<file path="config.mk">
export PLATFORM = sky130hd
export DESIGN_NAME = twsg_ctrl
export DESIGN_NICKNAME = d
export VERILOG_FILES = /design/src/rtl/twsg_pkg.sv /design/src/rtl/twsg_ctrl.sv
export SDC_FILE = /design/constraint.sdc
export NUM_CORES = 1
export LEC_CHECK = 0
export BUFFER_PORTS_ARGS = -buffer_cell sky130_fd_sc_hd__buf_2
export CORE_ASPECT_RATIO = 0.9
export CORE_MARGIN = 3
export CORE_UTILIZATION = 48
export CTS_CLUSTER_SIZE = 30
export DETAILED_ROUTE_END_ITERATION = 8
export PLACE_DENSITY_LB_ADDON = 0.1
export SETUP_SLACK_MARGIN = 0.15
export SLEW_MARGIN = 25
export SYNTH_ARGS = -nofsm -noshare
export SYNTH_HDL_FRONTEND = slang
export SYNTH_SLANG_ARGS = --single-unit
</file>
<file path="constraint.sdc">
create_clock -name i_clk -period 2.07 [get_ports i_clk]
set_input_delay 0.3105 -clock i_clk [delete_from_list [all_inputs] [get_ports i_clk]]
set_output_delay 0.3105 -clock i_clk [all_outputs]
set_load 0.01 [all_outputs]
</file>
<file path="src/rtl/twsg_pkg.sv">
// Package for the table waveform sweep generator: request codes, shape tables,
// shared controller/datapath structs. No dependencies.
`default_nettype none
package twsg_pkg;
    localparam logic [1:0] REQ_STEP  = 2'd0;
    localparam logic [1:0] REQ_START = 2'd1;
    localparam logic [1:0] REQ_STOP  = 2'd2;
    localparam logic [1:0] REQ_WRITE = 2'd3;

    localparam logic [2:0] CFG_WAVE  = 3'd0;
    localparam logic [2:0] CFG_LEN   = 3'd1;
    localparam logic [2:0] CFG_AMP   = 3'd2;
    localparam logic [2:0] CFG_BASE  = 3'd3;
    localparam logic [2:0] CFG_HIGH  = 3'd4;
    localparam logic [2:0] CFG_STEP  = 3'd5;
    localparam logic [2:0] CFG_DWELL = 3'd6;
    localparam logic [2:0] CFG_CLOCK = 3'd7;

    localparam logic [2:0] WAVE_SINE   = 3'd0;
    localparam logic [2:0] WAVE_TRI    = 3'd1;
    localparam logic [2:0] WAVE_SQUARE = 3'd2;
    localparam logic [2:0] WAVE_SAW    = 3'd3;
    localparam logic [2:0] WAVE_USER   = 3'd4;

    localparam int unsigned PHASE_W   = 40;
    localparam int unsigned DIV_STEPS = 40;
    localparam logic [4:0]  BURST_MAX = 5'd16;
    localparam logic [16:0] FULL_CODE = 17'd65535;

    // datapath commands
    typedef struct packed {
        logic start;      // clear phase, index; load freq
        logic sweep;      // sweep tick step
        logic add;        // add phase increment
        logic div_start;  // start phase / clock division
        logic emit;       // advance sample index
        logic stop;
    } t_cmd;

    typedef struct packed {
        logic       ok;        // start check passed
        logic       running;
        logic       div_busy;
        logic [4:0] due;       // capped sample count
        logic       step_ok;   // elapsed and clock nonzero
    } t_stat;

    function automatic logic [15:0] shape_word(input logic [2:0] sel, input logic [3:0] k);
        logic [15:0] w;
        w = 16'd0;
        case (sel)
            WAVE_SINE: begin
                case (k)
                    4'd0: w = 16'd32768;  4'd1: w = 16'd45307;
                    4'd2: w = 16'd55938;  4'd3: w = 16'd63041;
                    4'd4: w = 16'd65535;  4'd5: w = 16'd63041;
                    4'd6: w = 16'd55938;  4'd7: w = 16'd45307;
                    4'd8: w = 16'd32768;  4'd9: w = 16'd20228;
                    4'd10: w = 16'd9597;  4'd11: w = 16'd2494;
                    4'd12: w = 16'd0;     4'd13: w = 16'd2494;
                    4'd14: w = 16'd9597;  default: w = 16'd20228;
                endcase
            end
            WAVE_TRI: begin
                if (k == 4'd8) w = 16'd65535;
                else if (k < 4'd8) w = {k[2:0], 13'd0};
                else w = {3'(4'd0 - k), 13'd0};
            end
            WAVE_SQUARE: w = k[3] ? 16'd65535 : 16'd0;
            default: w = 16'(k * 16'd4369);
        endcase
        return w;
    endfunction
endpackage
`default_nettype wire

</file>
<file path="src/rtl/twsg_ctrl.sv">
// Controller: sequences one request through sweep, phase add, division and
// sample burst; owns the input and output handshakes. Depends on twsg_pkg.
`default_nettype none
module twsg_ctrl import twsg_pkg::*; (
    input  wire logic        i_clk,
    input  wire logic        i_rst_n,
    input  wire logic        i_in_valid,
    input  wire logic [1:0]  i_req,
    output logic             o_in_ready,
    output logic             o_in_write,
    input  wire logic        i_out_ready,
    output logic             o_out_valid,
    output logic             o_status,
    output logic             o_last,
    output logic             o_capture,
    output t_cmd             o_cmd,
    input  wire t_stat       i_stat
);
    localparam logic [3:0] S_IDLE  = 4'd0;
    localparam logic [3:0] S_SWEEP = 4'd1;
    localparam logic [3:0] S_LF    = 4'd2;
    localparam logic [3:0] S_ADD   = 4'd3;
    localparam logic [3:0] S_DIVGO = 4'd4;
    localparam logic [3:0] S_DIV   = 4'd5;
    localparam logic [3:0] S_PROD  = 4'd6;
    localparam logic [3:0] S_OUT   = 4'd7;
    localparam logic [3:0] S_REJ   = 4'd8;

    logic [3:0] r_state, n_state;
    logic [4:0] r_left, n_left;
    logic acc;

    assign o_in_ready = r_state == S_IDLE;
    assign acc = i_in_valid && o_in_ready;
    assign o_in_write = acc && i_req == REQ_WRITE;
    assign o_out_valid = r_state == S_OUT || r_state == S_REJ;
    assign o_status = r_state == S_REJ;
    assign o_last = r_state == S_REJ || r_left == 5'd1;
    assign o_capture = 1'b0;

    always_comb begin
        n_state = r_state;
        n_left = r_left;
        o_cmd = '0;
        unique case (r_state)
            S_IDLE: begin
                if (acc) begin
                    case (i_req)
                        REQ_START: begin
                            if (i_stat.ok) begin
                                o_cmd.start = 1'b1; n_left = 5'd1; n_state = S_PROD;
                            end else n_state = S_REJ;
                        end
                        REQ_STOP: o_cmd.stop = 1'b1;
                        REQ_STEP: begin
                            if (i_stat.running) begin
                                o_cmd.sweep = 1'b1;
                                if (i_stat.step_ok) n_state = S_LF;
                            end
                        end
                        default: ;
                    endcase
                end
            end
            S_LF:    n_state = S_ADD;
            S_ADD:   begin o_cmd.add = 1'b1; n_state = S_DIVGO; end
            S_DIVGO: begin o_cmd.div_start = 1'b1; n_state = S_DIV; end
            S_DIV: begin
                if (!i_stat.div_busy) begin
                    n_left = i_stat.due;
                    n_state = (i_stat.due == 5'd0) ? S_IDLE : S_PROD;
                end
            end
            S_PROD: n_state = S_OUT;
            S_OUT: begin
                if (i_out_ready) begin
                    o_cmd.emit = 1'b1;
                    n_left = r_left - 5'd1;
                    n_state = (r_left == 5'd1) ? S_IDLE : S_PROD;
                end
            end
            S_REJ: if (i_out_ready) n_state = S_IDLE;
            default: n_state = S_IDLE;
        endcase
    end

    always_ff @(posedge i_clk) begin
        if (!i_rst_n) begin
            r_state <= S_IDLE; r_left <= '0;
        end else begin
            r_state <= n_state; r_left <= n_left;
        end
    end

    a_left: assert property (@(posedge i_clk) disable iff (!i_rst_n)
        r_state == S_OUT |-> r_left != 5'd0) else $error("burst count zero");
    a_emit: assert property (@(posedge i_clk) disable iff (!i_rst_n)
        o_cmd.emit |-> o_out_valid && i_out_ready) else $error("emit w/o item");
    a_rdy: assert property (@(posedge i_clk) disable iff (!i_rst_n)
        o_out_valid |-> !o_in_ready) else $error("overlap");
endmodule
`default_nettype wire

</file>
==> impl_metrics.ini, run 1 <==
[layout]
areaGrowthSynthToFinish_pct = 20.7
layout-drive-gt1-share = 0.333
num_antenna_cells = 0
layout_common_cells = 25 x buf_2, 8 x a21oi_1, 7 x nor2_1, 6 x nor3_1, 6 x nand2_1
fillers = 143
layout_commonest_cell = buf_2
nNetsFinal = 144

[drt]
post_drt_wl_per_cell_um = 14.1
ant_nets = 0
firstDrtPassIters = 4
drc = 0
drt_iter0_drc = 42
totalWireLength_um = 2090
num_vias = 882
vias_per_cell = 5.96

[yosys]
yosysSeqAreaShare = 0.227
syn_avg_cell_area_um2 = 7.70
synth_edf_count = 0
synth_nets = 120
synth_async_sr_flop_share = 0
syn-cell-area_um2 = 793
yosysUniqueCellTypes = 48
ys_warn_count = 0
yosys_register_bits = 9
ys.flop_type = dfxtp_1
syn_inst = 103

[clocking]
htree_levels = 1
cts_sinks = 9
clkSlewWorstSetupHoldPaths_ps = 70
cts_made_buffers = 3
clockBufferDepth = 2
clock_latency_ps = 260
cts_tree = yes
root_buffer = clkbuf_4
holdBufCountCts = 0

[run_status]
status = complete, no violations

[setup_path]
worstPathMaxFanout = 18
setup.worst_path.end_class = output pin
cp.arrival_ps = 1500
cp-startpoint = r_state[1]$_SDFFE_PN0P_
cp.required_ps = 1760
crit_path_start_kind = register
r2r_start = r_state[1]$_SDFFE_PN0P_
path_class = register to output pin

[min_path]
hold_class = input port to register
min_from = i_rst_n

[timing]
rsz0062_at_grt = no
holdWs_ps = 330
fmax_mhz = 552
period_minus_slack_ps = 1810
finalSetupViolCount = 0
finClkSkew_ps = 3.78
min_period_over_period = 0.874
final.setup.tns_ps = 0
final_hold_viol_count = 0
slew_viol_final = 0

[die]
ios = 27
die_h_um = 44.6
rows = 13
coreArea_um2 = 1500
start_util = 0.530
fp.dieArea_um2 = 2180
die_w_um = 48.9

[global_route]
grt_first_pass_wirelength_um = 3370
grt_max_degree = 19
grt_overflow = 0
grt_use_total = 0.201
antenna_found_initial = 0
grt_pass1_vias = 763

[placement]
dp_hpwl_um = 1590
io_buffers = 25
gp_congestion = 0.870

[pwr]
p_total_uw = 490
vdd_drop_max_mv = 0.329
power_leakage_nw = 0.412
pwr_density_cell_nw_per_um2 = 511

[job]
cap_violations = 0
[metrics by stage]
| stage | instances | instance area (um^2) | utilization | setup WS, ps |
|---|---|---|---|---|
| final | 148 | 957 | 0.640 | 260 |
| after floorplan | 103 | 793 | - | 219 |
| after global routing | 148 | 957 | 0.640 | 183 |
| after global placement | 143 | 906 | 0.605 | 307 |
| after CTS | 147 | 938 | 0.627 | 152 |
| after detailed placement | 143 | 906 | 0.605 | 286 |
[worst max-delay path, stage by stage, from the launching register on]
cell	delay [ps]
dfxtp_2	430
nor4_4	290
buf_4	180
and4_2	210
buf_2	120
[cell usage after synthesis (all sizes together) (2+ instances only)]
library cell,count,share of area
a2111o,2,0.028
a31oi,2,0.024
clkbuf,2,0.0095
o31ai,2,0.019
nand2,6,0.028
nand3,2,0.013
o2111ai,2,0.022
nor2,7,0.033
dfxtp,9,0.23
inv,5,0.024
nor2b,2,0.016
nor3b,2,0.019
ha,2,0.032
and3b,3,0.035
nand4,2,0.016
xnor2,3,0.033
nor3,6,0.038
and3,2,0.017
nand2b,2,0.016
o21ai,5,0.032
buf,6,0.050
nor4b,2,0.022
a21oi,8,0.050
nor4,2,0.035
[per-layer routing]
layer / wire [um] / global-route usage / share of wire
met5: 0 / 0 / 0
met1: 921 / 0.266 / 0.44
met4: 19 / 0.0682 / 0.0091
met2: 915 / 0.312 / 0.44
met3: 234 / 0.0640 / 0.11
[layout make-up]
class                           count  area, um^2  share of cell area
Inverter                            6        22.5              0.0235
Multi-Input combinational cell     80         556               0.580
Sequential cell                     9         185               0.193
Clock buffer                        4        26.3              0.0275
Timing Repair Buffer               27         140               0.146
Tap cell                           22        27.5              0.0288
[registers in the layout, indices dropped and copies added (netlist names)]
| signal | flops |
|---|---|
| r_left | 5 |
| r_state | 4 |
[kinds of logic (layout without fill, tap and decap cells)]
| kind of cell | after synthesis | in the layout | synth area share |
|---|---|---|---|
| buffers and inverters | 14 | 37 | 0.0883 |
| other | 1 | 1 | 0.00473 |
| DFF | 9 | 9 | 0.227 |
| xor gates and xnor gates | 3 | 3 | 0.0331 |
| and+or+nand+nor | 44 | 44 | 0.344 |
| adders and majority gates | 2 | 2 | 0.0315 |
| AOI/OAI and AO/OA | 30 | 30 | 0.271 |
[path summary, 6_finish.rpt]
check / depth (start not counted) / slack, ps / end
min: 3 / 330 / r_state[1]$_SDFFE_PN0P_
min reg2reg: 2 / 520 / r_left[1]$_SDFFE_PN0P_
max reg2reg: 5 / 360 / r_left[0]$_SDFFE_PN0P_
max: 4 / 260 / o_cmd[4]
[timing repair]
| action | 4_1_cts | 5_1_grt |
|---|---|---|
| endpoints found under the setup margin | 1 | 9 |
| resized for setup | 1 | 5 |
| hold endpoints to repair | 0 | 0 |
| pin swaps | 0 | 1 |
| cloned | 0 | 0 |
| buffers inserted | 0 | 1 |
[power by group]
part	switching, mW	internal (mW)	leakage, nW
clock	0.0685	0.0744	0.0150
sequential	0.0213	0.181	0.0747
combinational	0.0740	0.0706	0.322
Power figures use the tool's default switching activity.
==> run 2: changes to the inputs <==
--- a/config.mk
+++ b/config.mk
@@ -12,5 +12,5 @@
 export CTS_CLUSTER_SIZE = 30
 export DETAILED_ROUTE_END_ITERATION = 8
-export PLACE_DENSITY_LB_ADDON = 0.1
+export PLACE_DENSITY = 0.77
 export SETUP_SLACK_MARGIN = 0.15
 export SLEW_MARGIN = 25
==> constraint.sdc (replaced) <==
create_clock -name i_clk -period 2.07 [get_ports i_clk]
set_input_delay 0.207 -clock i_clk [delete_from_list [all_inputs] [get_ports i_clk]]
set_output_delay 0.207 -clock i_clk [all_outputs]
set_load 0.01 [all_outputs]
==> run 2 against run 1 <==
Compared with the run above: worst setup slack worse by 23 ps; sequential share of layout area shrank 0.19 points; critical endpoint is now o_last; hold slack worse by 80 ps; core utilization shrank 0.67 points; maximum frequency is 1.3% lower; critical path depth unchanged; largest power group unchanged; first-iteration DRC count increased by 4.8%.
==> impl_metrics.ini, run 2 (synthesis gave the netlist of run 1 again) <==
[timing]
finalSetupViolCount = 0
fmax_mhz = 546
min_period_over_period = 0.886
worst_pin_slew_ps = 511
relSlewSlack = 0.654
period_minus_slack_ps = 1830
rsz0062_at_grt = yes
slew_viol_final = 0
finClkSkew_ps = 0.559
final_hold_viol_count = 0
setup_slack_ps = 237
holdWs_ps = 249
final.setup.tns_ps = 0

[global_route]
grt_pass1_vias = 716
grt_max_degree = 13
antenna_found_initial = 0
grt_use_total = 0.204
grt_overflow = 0
grt_first_pass_wirelength_um = 3400

[die]
start_util = 0.530
rows = 13
die_h_um = 44.6
coreArea_um2 = 1500
die_w_um = 48.9
ios = 27
fp.dieArea_um2 = 2180

[layout]
fillers = 145
fin_util = 0.633
nNetsFinal = 144
top_register = r_left
areaGrowthSynthToFinish_pct = 19.4
layout-drive-gt1-share = 0.302
layout_common_cells = 25 x buf_2, 8 x a21oi_1, 8 x dfxtp_1, 7 x nor2_1
largestRegisters = r_left (5), r_state (4)
num_antenna_cells = 0
final_area_um2 = 947
layout_commonest_cell = buf_2
largest_reg_flops = 5

[setup_path]
path_class = register to output pin
cp.required_ps = 1860
worstPathMaxFanout = 5
setup.worst_path.end_class = output pin
crit_path_start_kind = register
cp.arrival_ps = 1630

[clocking]
clockBufferDepth = 2
root_buffer = clkbuf_4
cts_sinks = 9
cts_made_buffers = 3
cts_tree = yes
clock_latency_ps = 270
htree_levels = 1
postCtsSetupBuffers = 0
holdBufCountCts = 0
clkSlewWorstSetupHoldPaths_ps = 60

[drt]
ant_nets = 0
post_drt_wl_per_cell_um = 14.3
firstDrtPassIters = 4
num_vias = 886
drc = 0
drt_iter0_drc = 44
vias_per_cell = 5.99
totalWireLength_um = 2110

[job]
cap_violations = 0

[placement]
io_buffers = 25
dpl_worst_slack_ps = 305
dp_hpwl_um = 1570
gp_congestion = 0.934
placed_cell_area_um2 = 913

[pwr]
switchingPower_uw = 166
power_leakage_nw = 0.409
clkPwrFrac = 0.297
comb_power_share = 0.295
internal_power_uw = 322
p_seq_frac = 0.408
pwr_density_cell_nw_per_um2 = 514
vdd_drop_max_mv = 0.433
swShare = 0.340

[run_status]
status = complete, no violations

[min_path]
hold_class = input port to register
==> run 2: cell counts in the layout (fill, tap and decap cells not counted) <==
Identical to the previous run, type by type.
==> run 2: per-layer routing <==
layer,wire (um),GRT usage
met2,902,0.287
met1,963,0.292
met5,0,0
met4,38,0.0568
met3,210,0.0673
==> run 2: metrics by stage <==
stage	instances	power [mW]
after floorplan	103	0.294
after global placement	144	0.340
after detailed placement	144	0.340
after CTS	148	0.483
after global routing	148	0.509
final	148	0.487
==> run 2: final cells by class <==
| class | instances | area, um^2 | area share |
|---|---|---|---|
| Multi-Input combinational cell | 80 | 549 | 0.580 |
| Tap cell | 22 | 27.5 | 0.0291 |
| Clock buffer | 4 | 26.3 | 0.0277 |
| Sequential cell | 9 | 181 | 0.192 |
| Timing Repair Buffer | 27 | 140 | 0.148 |
| Inverter | 6 | 22.5 | 0.0238 |
==> run 2: power groups by stage <==
stage	clock, mW	combinational (mW)	sequential (mW)
5_1_grt	0.151	0.157	0.200
2_1_floorplan	0	0.108	0.187
6_report	0.145	0.144	0.199
3_3_place_gp	0	0.140	0.200
3_5_place_dp	0	0.139	0.201
4_1_cts	0.144	0.141	0.197
==> run 2: timing repair <==
action,in CTS,in global routing
gates resized for setup,0,2
setup endpoints to repair,0,3
hold endpoints to repair,0,0
==> run 2: worst max-delay path, stage by stage, from the launching register on <==
cell and delay [ps]:
dfxtp_1 420, ha_1 170, nor4b_1 440, or2_2 200
buf_2 120
==> run 2: final timing paths <==
path	cells past startpoint	end	slack, ps	from
max	4	o_last	240	r_left[0]$_SDFFE_PN0P_
max reg2reg	4	r_left[0]$_SDFFE_PN0P_	250	r_state[3]$_SDFFE_PN0P_
min	4	r_state[3]$_SDFFE_PN0P_	250	i_out_ready
min reg2reg	2	r_left[4]$_SDFFE_PN0P_	520	r_left[4]$_SDFFE_PN0P_
